--- config.mk ---
export PLATFORM = sky130hd
export DESIGN_NAME = recent_name_move_to_front_list_core
export DESIGN_NICKNAME = d
export VERILOG_FILES = /design/src/rtl/core/rnmtf_pkg.sv /design/src/rtl/core/recent_name_move_to_front_list_core.sv /design/src/rtl/core/rnmtf_cell.sv
export SDC_FILE = /design/constraint.sdc
export NUM_CORES = 2
export LEC_CHECK = 0
export ABC_AREA = 1
export BUFFER_PORTS_ARGS = -buffer_cell sky130_fd_sc_hd__buf_2
export CAP_MARGIN = 0
export CORE_UTILIZATION = 45
export DETAILED_ROUTE_END_ITERATION = 16
export PLACE_DENSITY = 0.72
export SLEW_MARGIN = 40
export SYNTH_ARGS = -nofsm -noshare
export SYNTH_HDL_FRONTEND = slang
export SYNTH_HIERARCHICAL = 1
export SYNTH_SLANG_ARGS = --single-unit
--- constraint.sdc ---
create_clock -name clock -period 37.9 [get_ports clock]
set_input_delay 7.58 -clock clock [delete_from_list [all_inputs] [get_ports clock]]
set_output_delay 7.58 -clock clock [all_outputs]
set_load 0.05 [all_outputs]
--- src/rtl/core/rnmtf_pkg.sv ---
package rnmtf_pkg;

   localparam int DEPTH_DEFAULT = 16;
   localparam int NAME_BYTES    = 15;
   localparam int NAME_W        = 8 * NAME_BYTES;
   localparam int LOW_W         = 64;
   localparam int HIGH_W        = NAME_W - LOW_W;
   localparam int POS_W         = 4;
   localparam int POS_N         = 1 << POS_W;
   localparam int COUNT_W       = 5;

   localparam logic KIND_INSERT = 1'b0;
   localparam logic KIND_READ   = 1'b1;

   typedef logic [NAME_W-1:0] name_type;

   typedef struct packed {
      logic              kind;
      logic [LOW_W-1:0]  name_low;
      logic [HIGH_W-1:0] name_high;
      logic [POS_W-1:0]  position;
   } req_type;

   typedef struct packed {
      logic [LOW_W-1:0]   entry_low;
      logic [HIGH_W-1:0]  entry_high;
      logic               entry_valid;
      logic [COUNT_W-1:0] count;
   } rsp_type;

   // clear every byte from the first zero byte on
   function automatic name_type normalize(input name_type raw);
      logic     ended;
      name_type res;
      ended = 1'b0;
      res   = '0;
      for (int b = 0; b < NAME_BYTES; b++) begin
         if (raw[8*b +: 8] == 8'h00) begin
            ended = 1'b1;
         end
         if (!ended) begin
            res[8*b +: 8] = raw[8*b +: 8];
         end
      end
      return res;
   endfunction

endpackage

--- src/rtl/core/recent_name_move_to_front_list_core.sv ---
// A request passes the request stage register, then the response register.
// Throughput: one request per cycle while rsp_ready holds; the cell row
// compares and shifts together, so the compare plus prefix-hit logic sets
// the clock budget. Reset: synchronous, active high; clears count, cell
// valid bits and both pipeline valid flags. Entry contents are not reset
// and are never seen until written.
module recent_name_move_to_front_list_core #(
   parameter int DEPTH = rnmtf_pkg::DEPTH_DEFAULT
) (
   input  logic               clock,
   input  logic               reset,
   input  logic               req_valid,
   output logic               req_ready,
   input  rnmtf_pkg::req_type req_payload,
   output logic               rsp_valid,
   input  logic               rsp_ready,
   output rnmtf_pkg::rsp_type rsp_payload
);

   localparam int CNT_W = $clog2(DEPTH + 1);
   // positions the read port can reach
   localparam int RD_N  = (DEPTH < rnmtf_pkg::POS_N) ? DEPTH : rnmtf_pkg::POS_N;

   // ---------------------------------------------------------------
   // Request stage: name normalized on the way in
   // ---------------------------------------------------------------
   logic                              st_valid_ff, st_valid_in;
   logic                              st_kind_ff, st_kind_in;
   rnmtf_pkg::name_type               st_name_ff, st_name_in;
   logic [rnmtf_pkg::POS_W-1:0]       st_pos_ff, st_pos_in;

   logic                              rsp_valid_ff, rsp_valid_in;
   rnmtf_pkg::rsp_type                rsp_ff, rsp_in;

   logic [CNT_W-1:0]                  count_ff, count_in;

   logic                              exec;       // stage item executes this cycle
   logic                              exec_ins;
   logic                              take;

   assign exec      = st_valid_ff && (!rsp_valid_ff || rsp_ready);
   assign exec_ins  = exec && (st_kind_ff == rnmtf_pkg::KIND_INSERT);
   assign req_ready = !st_valid_ff || exec;
   assign take      = req_valid && req_ready;

   always_comb begin
      st_valid_in = take ? 1'b1 : (exec ? 1'b0 : st_valid_ff);
      st_kind_in  = st_kind_ff;
      st_name_in  = st_name_ff;
      st_pos_in   = st_pos_ff;
      if (take) begin
         st_kind_in = req_payload.kind;
         st_name_in = rnmtf_pkg::normalize({req_payload.name_high, req_payload.name_low});
         st_pos_in  = req_payload.position;
      end
   end

   // ---------------------------------------------------------------
   // Cell row: cell 0 is most recent; each cell loads from its upper
   // neighbor while no hit sits above it. A miss therefore shifts the
   // whole row, carrying a valid bit in at the front.
   // ---------------------------------------------------------------
   rnmtf_pkg::name_type cell_name  [DEPTH];
   logic [DEPTH-1:0]    cell_valid;
   logic [DEPTH-1:0]    cell_match;
   logic [DEPTH-1:0]    cell_shift;
   logic                hit;

   assign hit = |cell_match;

   for (genvar i = 0; i < DEPTH; i++) begin : g_cell
      rnmtf_pkg::name_type prev_name;
      logic                prev_valid;
      logic                hit_above;

      assign hit_above = |(cell_match & ((DEPTH'(1) << i) - DEPTH'(1)));
      assign cell_shift[i] = exec_ins && !hit_above;

      if (i == 0) begin : g_head
         assign prev_name  = st_name_ff;
         assign prev_valid = 1'b1;
      end else begin : g_body
         assign prev_name  = cell_name[i-1];
         assign prev_valid = cell_valid[i-1];
      end

      rnmtf_cell u_cell (
         .clock       (clock),
         .reset       (reset),
         .shift       (cell_shift[i]),
         .prev_name   (prev_name),
         .prev_valid  (prev_valid),
         .probe_name  (st_name_ff),
         .entry       (cell_name[i]),
         .entry_valid (cell_valid[i]),
         .match       (cell_match[i])
      );
   end

   // ---------------------------------------------------------------
   // Count: grows on a miss until the row is full
   // ---------------------------------------------------------------
   always_comb begin
      count_in = count_ff;
      if (exec_ins && !hit && (count_ff != CNT_W'(DEPTH))) begin
         count_in = count_ff + CNT_W'(1);
      end
   end

   // ---------------------------------------------------------------
   // Read port: valid bit of a cell equals position < count
   // ---------------------------------------------------------------
   rnmtf_pkg::name_type rd_name;
   logic                rd_valid;

   always_comb begin
      rd_name  = '0;
      rd_valid = 1'b0;
      for (int i = 0; i < RD_N; i++) begin
         if ((rnmtf_pkg::POS_W'(i) == st_pos_ff) && cell_valid[i]) begin
            rd_name  = cell_name[i];
            rd_valid = 1'b1;
         end
      end
   end

   // ---------------------------------------------------------------
   // Response register: holds a finished response while the next
   // request waits in the stage
   // ---------------------------------------------------------------
   logic [CNT_W+rnmtf_pkg::COUNT_W-1:0] count_ext;

   assign count_ext = (CNT_W + rnmtf_pkg::COUNT_W)'(count_in);

   always_comb begin
      rsp_valid_in = exec ? 1'b1 : ((rsp_valid_ff && rsp_ready) ? 1'b0 : rsp_valid_ff);
      rsp_in       = rsp_ff;
      if (exec) begin
         rsp_in.count = count_ext[rnmtf_pkg::COUNT_W-1:0];
         if (st_kind_ff == rnmtf_pkg::KIND_INSERT) begin
            rsp_in.entry_low   = '0;
            rsp_in.entry_high  = '0;
            rsp_in.entry_valid = hit;
         end else begin
            rsp_in.entry_low   = rd_name[rnmtf_pkg::LOW_W-1:0];
            rsp_in.entry_high  = rd_name[rnmtf_pkg::NAME_W-1:rnmtf_pkg::LOW_W];
            rsp_in.entry_valid = rd_valid;
         end
      end
   end

   always_ff @(posedge clock) begin
      st_kind_ff <= st_kind_in;
      st_name_ff <= st_name_in;
      st_pos_ff  <= st_pos_in;
      rsp_ff     <= rsp_in;
   end

   always_ff @(posedge clock) begin
      if (reset) begin
         st_valid_ff  <= 1'b0;
         rsp_valid_ff <= 1'b0;
         count_ff     <= '0;
      end else begin
         st_valid_ff  <= st_valid_in;
         rsp_valid_ff <= rsp_valid_in;
         count_ff     <= count_in;
      end
   end

   assign rsp_valid   = rsp_valid_ff;
   assign rsp_payload = rsp_ff;

endmodule

--- src/rtl/core/rnmtf_cell.sv ---
module rnmtf_cell (
   input  logic                clock,
   input  logic                reset,
   input  logic                shift,
   input  rnmtf_pkg::name_type prev_name,
   input  logic                prev_valid,
   input  rnmtf_pkg::name_type probe_name,
   output rnmtf_pkg::name_type entry,
   output logic                entry_valid,
   output logic                match
);

   rnmtf_pkg::name_type entry_ff, entry_in;
   logic                valid_ff, valid_in;

   always_comb begin
      entry_in = shift ? prev_name  : entry_ff;
      valid_in = shift ? prev_valid : valid_ff;
   end

   always_ff @(posedge clock) begin
      entry_ff <= entry_in;
   end

   always_ff @(posedge clock) begin
      if (reset) begin
         valid_ff <= 1'b0;
      end else begin
         valid_ff <= valid_in;
      end
   end

   assign entry       = entry_ff;
   assign entry_valid = valid_ff;
   assign match       = valid_ff && (entry_ff == probe_name);

endmodule
==> impl_metrics.yaml <==
outcome:
  status: "finished, final reports clean"
sta:
  fin_skew_ns: 0.0758
  final_max_slew_viol_count: 0
  tns_ns: 0
  max_freq_ghz: 0.0640
  tightestPinTransition_ns: 0.918
  slew-limit-headroom_pct: 38.1
  setup_violations: 0
  hold_violations: 0
  timing.final.crit_share_pct: 41.3
  fin_crit_ns: 15.63
  rsz0062_at_grt: "no"
grt:
  grt.total_usage_pct: 29.4
  overflow: 0
  antenna_found_initial: 1
  grt_pass1_wl_mm: 564
  grt_start_max_net_pins: 185
  grt_pass1_vias: 84100
run:
  maxCapViolations: 0
die:
  io_pins: 257
  die_y_um: 514
  fp.coreArea_mm2: 0.260
  start_util_pct: 45.3
  num_rows: 187
  die_x_um: 514
  die_area_mm2: 0.264
worst_setup_path:
  r2r-end: "g_cell[13].u_cell/entry_valid"
  cp.arrival_ns: 8.05
  reg2regPathDepth: 22
  path_buf_inv: 3
  start_kind: "input port"
  crit_path_top_delay_cell: "buf_2"
  r2r_slack_ns: 31.66
  required_ns: 30.32
  crit_chain: "buf_2 -> inv_1 -> nand3_1 -> buf_2"
  crit_fanout: 3
  end_kind: "output pin"
  critPathKind: "in -> out"
  path_common_cell: "buf_2"
  crit_family: "buffers and inverters"
  critPathLaunch: "rsp_ready"
  timing.critical_path.slowest_cell_delay_ns: 0.27
  worstReg2RegStart: "g_cell[0].prev_name[73]"
clocking:
  clkSlewWorstSetupHoldPaths_ns: 0.06
  cts_hold_buf: 0
  cts_setup_buffers: 0
  post_cts_resized: 0
  cts_buffers: 234
  clock_sinks: 2194
  clk_latency_ns: 0.94
  htree_levels: 4
  cts-root-buf: "clkbuf_16"
  cts_tree: "done"
  cts_buffer_depth: 3
yosys:
  netlist_instances: 14900
  synth_seq_cells: 2194
  yosys_warnings: 6
  postSynthAreaPerCell_um2: 7.91
  yosysUniqueCellTypes: 37
  synth_nets: 15000
  synth.yosys.seq_area_share_pct: 55.7
  synth_area_mm2: 0.118
power:
  total_power_mw: 5.62
  p_leak_nw: 60.6
  power_switching_mw: 1.41
  p_int_mw: 4.21
  powerDensity_mw_per_mm2: 42.5
  p_comb_share_pct: 8.0
  p_sw_share_pct: 25.2
  clkPwrFrac_pct: 42.1
  seqPwrFrac_pct: 49.9
  ir_worst_vdd_mv: 0.0526
drt:
  viasPerCell: 5.10
  drt-total-wl_mm: 397
  antenna_left: 0
  vias: 97000
  routedWlPerCell_um: 20.8
  drtIter0Drc: 13300
  drt_first_pass_iters: 14
  drc: 0
final_layout:
  num-fill-cells: 24500
  design_area_mm2: 0.132
  final_util_pct: 50.8
  areaGrowthSynthToFinish_pct: 12.0
  final_cells: 19000
  layout-drive-gt1-share_pct: 5.72
  nNetsFinal: 15500
hold_path:
  hold_end: "g_cell[5].u_cell/entry[35]"
  hp-start: "g_cell[4].u_cell/entry[35]"
  hold_path_depth: 0
  hp-class: "reg -> reg"
placed_design:
  gp_congestion: 1.01
  portBuffers: 256
  place_inst: 18600
  detailed_place_hpwl_mm: 309
  placedInstanceArea_mm2: 0.124
==> cells in the final DEF, fill, tap and decap left out, types with 5 or more instances in the layout <==
master	netlist	final
clkinv_2	0	57
a21oi_1	246	246
mux2i_1	16	16
nand4_1	370	370
nand3_1	40	39
buf_2	98	256
inv_4	0	8
bufinv_16	0	31
clkbuf_1	163	28
o21ai_0	698	698
clkinv_1	2	60
buf_4	3	154
xnor2_1	145	145
inv_6	0	5
nor3_2	0	5
clkinv_16	0	9
clkbuf_16	0	234
or2_2	18	18
nor4_1	23	20
nor3_1	14	9
buf_6	0	30
inv_1	2684	2674
clkinvlp_4	0	13
nor2_4	4	16
dfxtp_1	23	23
o211ai_1	16	16
edfxtp_1	2171	2171
xor2_1	194	194
nand2_1	5382	5382
nor2_1	2509	2496
nor2_2	26	27
o21ai_1	48	48
==> final cells by class <==
cell class	instances	area, um2	area share [%]
well taps	3496	4370	3.31
diodes	3	7.51	0.00568
flip-flops and latches	2194	65700	49.7
repair buffers	443	2840	2.15
inverters	2687	10100	7.65
clock buffers	262	5960	4.51
multi-input cells	9766	41300	31.2
clock inverters	178	1930	1.46
==> through the flow <==
stage / hold slack, ns / worst slack [ns]
detailed placement: 0.461 / 22.26
finish: 0.435 / 22.27
floorplan: 0.450 / 0.849
CTS: 0.436 / 22.26
global placement: 0.453 / 22.24
global route: 0.464 / 22.22
==> flip-flops by register name (all words and copies together) (netlist names), 4 cells and up <==
signal,cells
count_ff,5
g_cell.u_cell/entry_valid,16
g_cell.u_cell/entry,1920
st_pos_ff,4
g_cell.prev_name,120
rsp_payload,126
==> power groups by stage <==
stage | clock network, mW | logic [mW] | registers, mW
floorplan | 0 | 0.222 | 2.90
CTS | 2.38 | 0.441 | 2.80
global route | 2.47 | 0.490 | 2.81
global placement | 0 | 0.425 | 2.85
finish | 2.37 | 0.450 | 2.80
detailed placement | 0 | 0.438 | 2.85
==> per-layer routing <==
layer  share of wire (%)  track usage [%]  up-vias
met3                  12             4.59      588
met1                  43             44.2    43900
met2                  40             41.5     5530
li1                    -                -    47000
met5                   0                0        -
met4                 4.8             12.9        0
==> kinds of logic after synthesis <==
group                    Yosys count  share of synthesized area (%)
XOR/XNOR                         339                           2.52
AO/OA/AOI/OAI                   1011                           4.33
flip-flops                      2194                           55.7
buffers and inverters           2957                           9.52
other                              1                        0.00318
multiplexers                      16                          0.136
adder cells (fa/ha/maj)            2                         0.0212
AND/OR/NAND/NOR                 8397                           27.8
==> cell usage after synthesis <==
cell / count / area share [%]
nor2_4: 4 / 0.038
nand3_4: 1 / 0.015
nand3_1: 40 / 0.17
xor2_1: 194 / 1.4
nand2_2: 1 / 0.0053
or2_2: 18 / 0.095
edfxtp_1: 2171 / 55
nand4_2: 2 / 0.021
nor2_2: 26 / 0.14
and3_1: 1 / 0.0053
ha_1: 2 / 0.021
a21boi_0: 1 / 0.0064
clkbuf_1: 163 / 0.52
o21ai_1: 48 / 0.20
clkinv_1: 2 / 0.0064
nor2_1: 2509 / 8.0
buf_1: 6 / 0.019
o211ai_1: 16 / 0.10
dfxtp_1: 23 / 0.39
nor3_1: 14 / 0.059
buf_2: 98 / 0.42
nand2_1: 5382 / 17
a21oi_1: 246 / 1.0
nand4_1: 370 / 2.0
mux2i_1: 16 / 0.14
a22oi_1: 1 / 0.0064
inv_2: 1 / 0.0032
nor4_1: 23 / 0.12
a31oi_1: 1 / 0.0053
nand3_2: 1 / 0.0085
xnor2_1: 145 / 1.1
nand4_4: 3 / 0.054
nor4_2: 2 / 0.021
buf_4: 3 / 0.019
o21ai_0: 698 / 3.0
conb_1: 1 / 0.0032
inv_1: 2684 / 8.5
==> worst max-delay path by stage <==
stage,endpoint,cells past startpoint
after global placement,req_ready,4
after floorplan,g_cell[11].u_cell/entry_valid,12
final,req_ready,4
after global routing,req_ready,4
after CTS,req_ready,4
after detailed placement,req_ready,4
(Power assumes the default switching activity.)
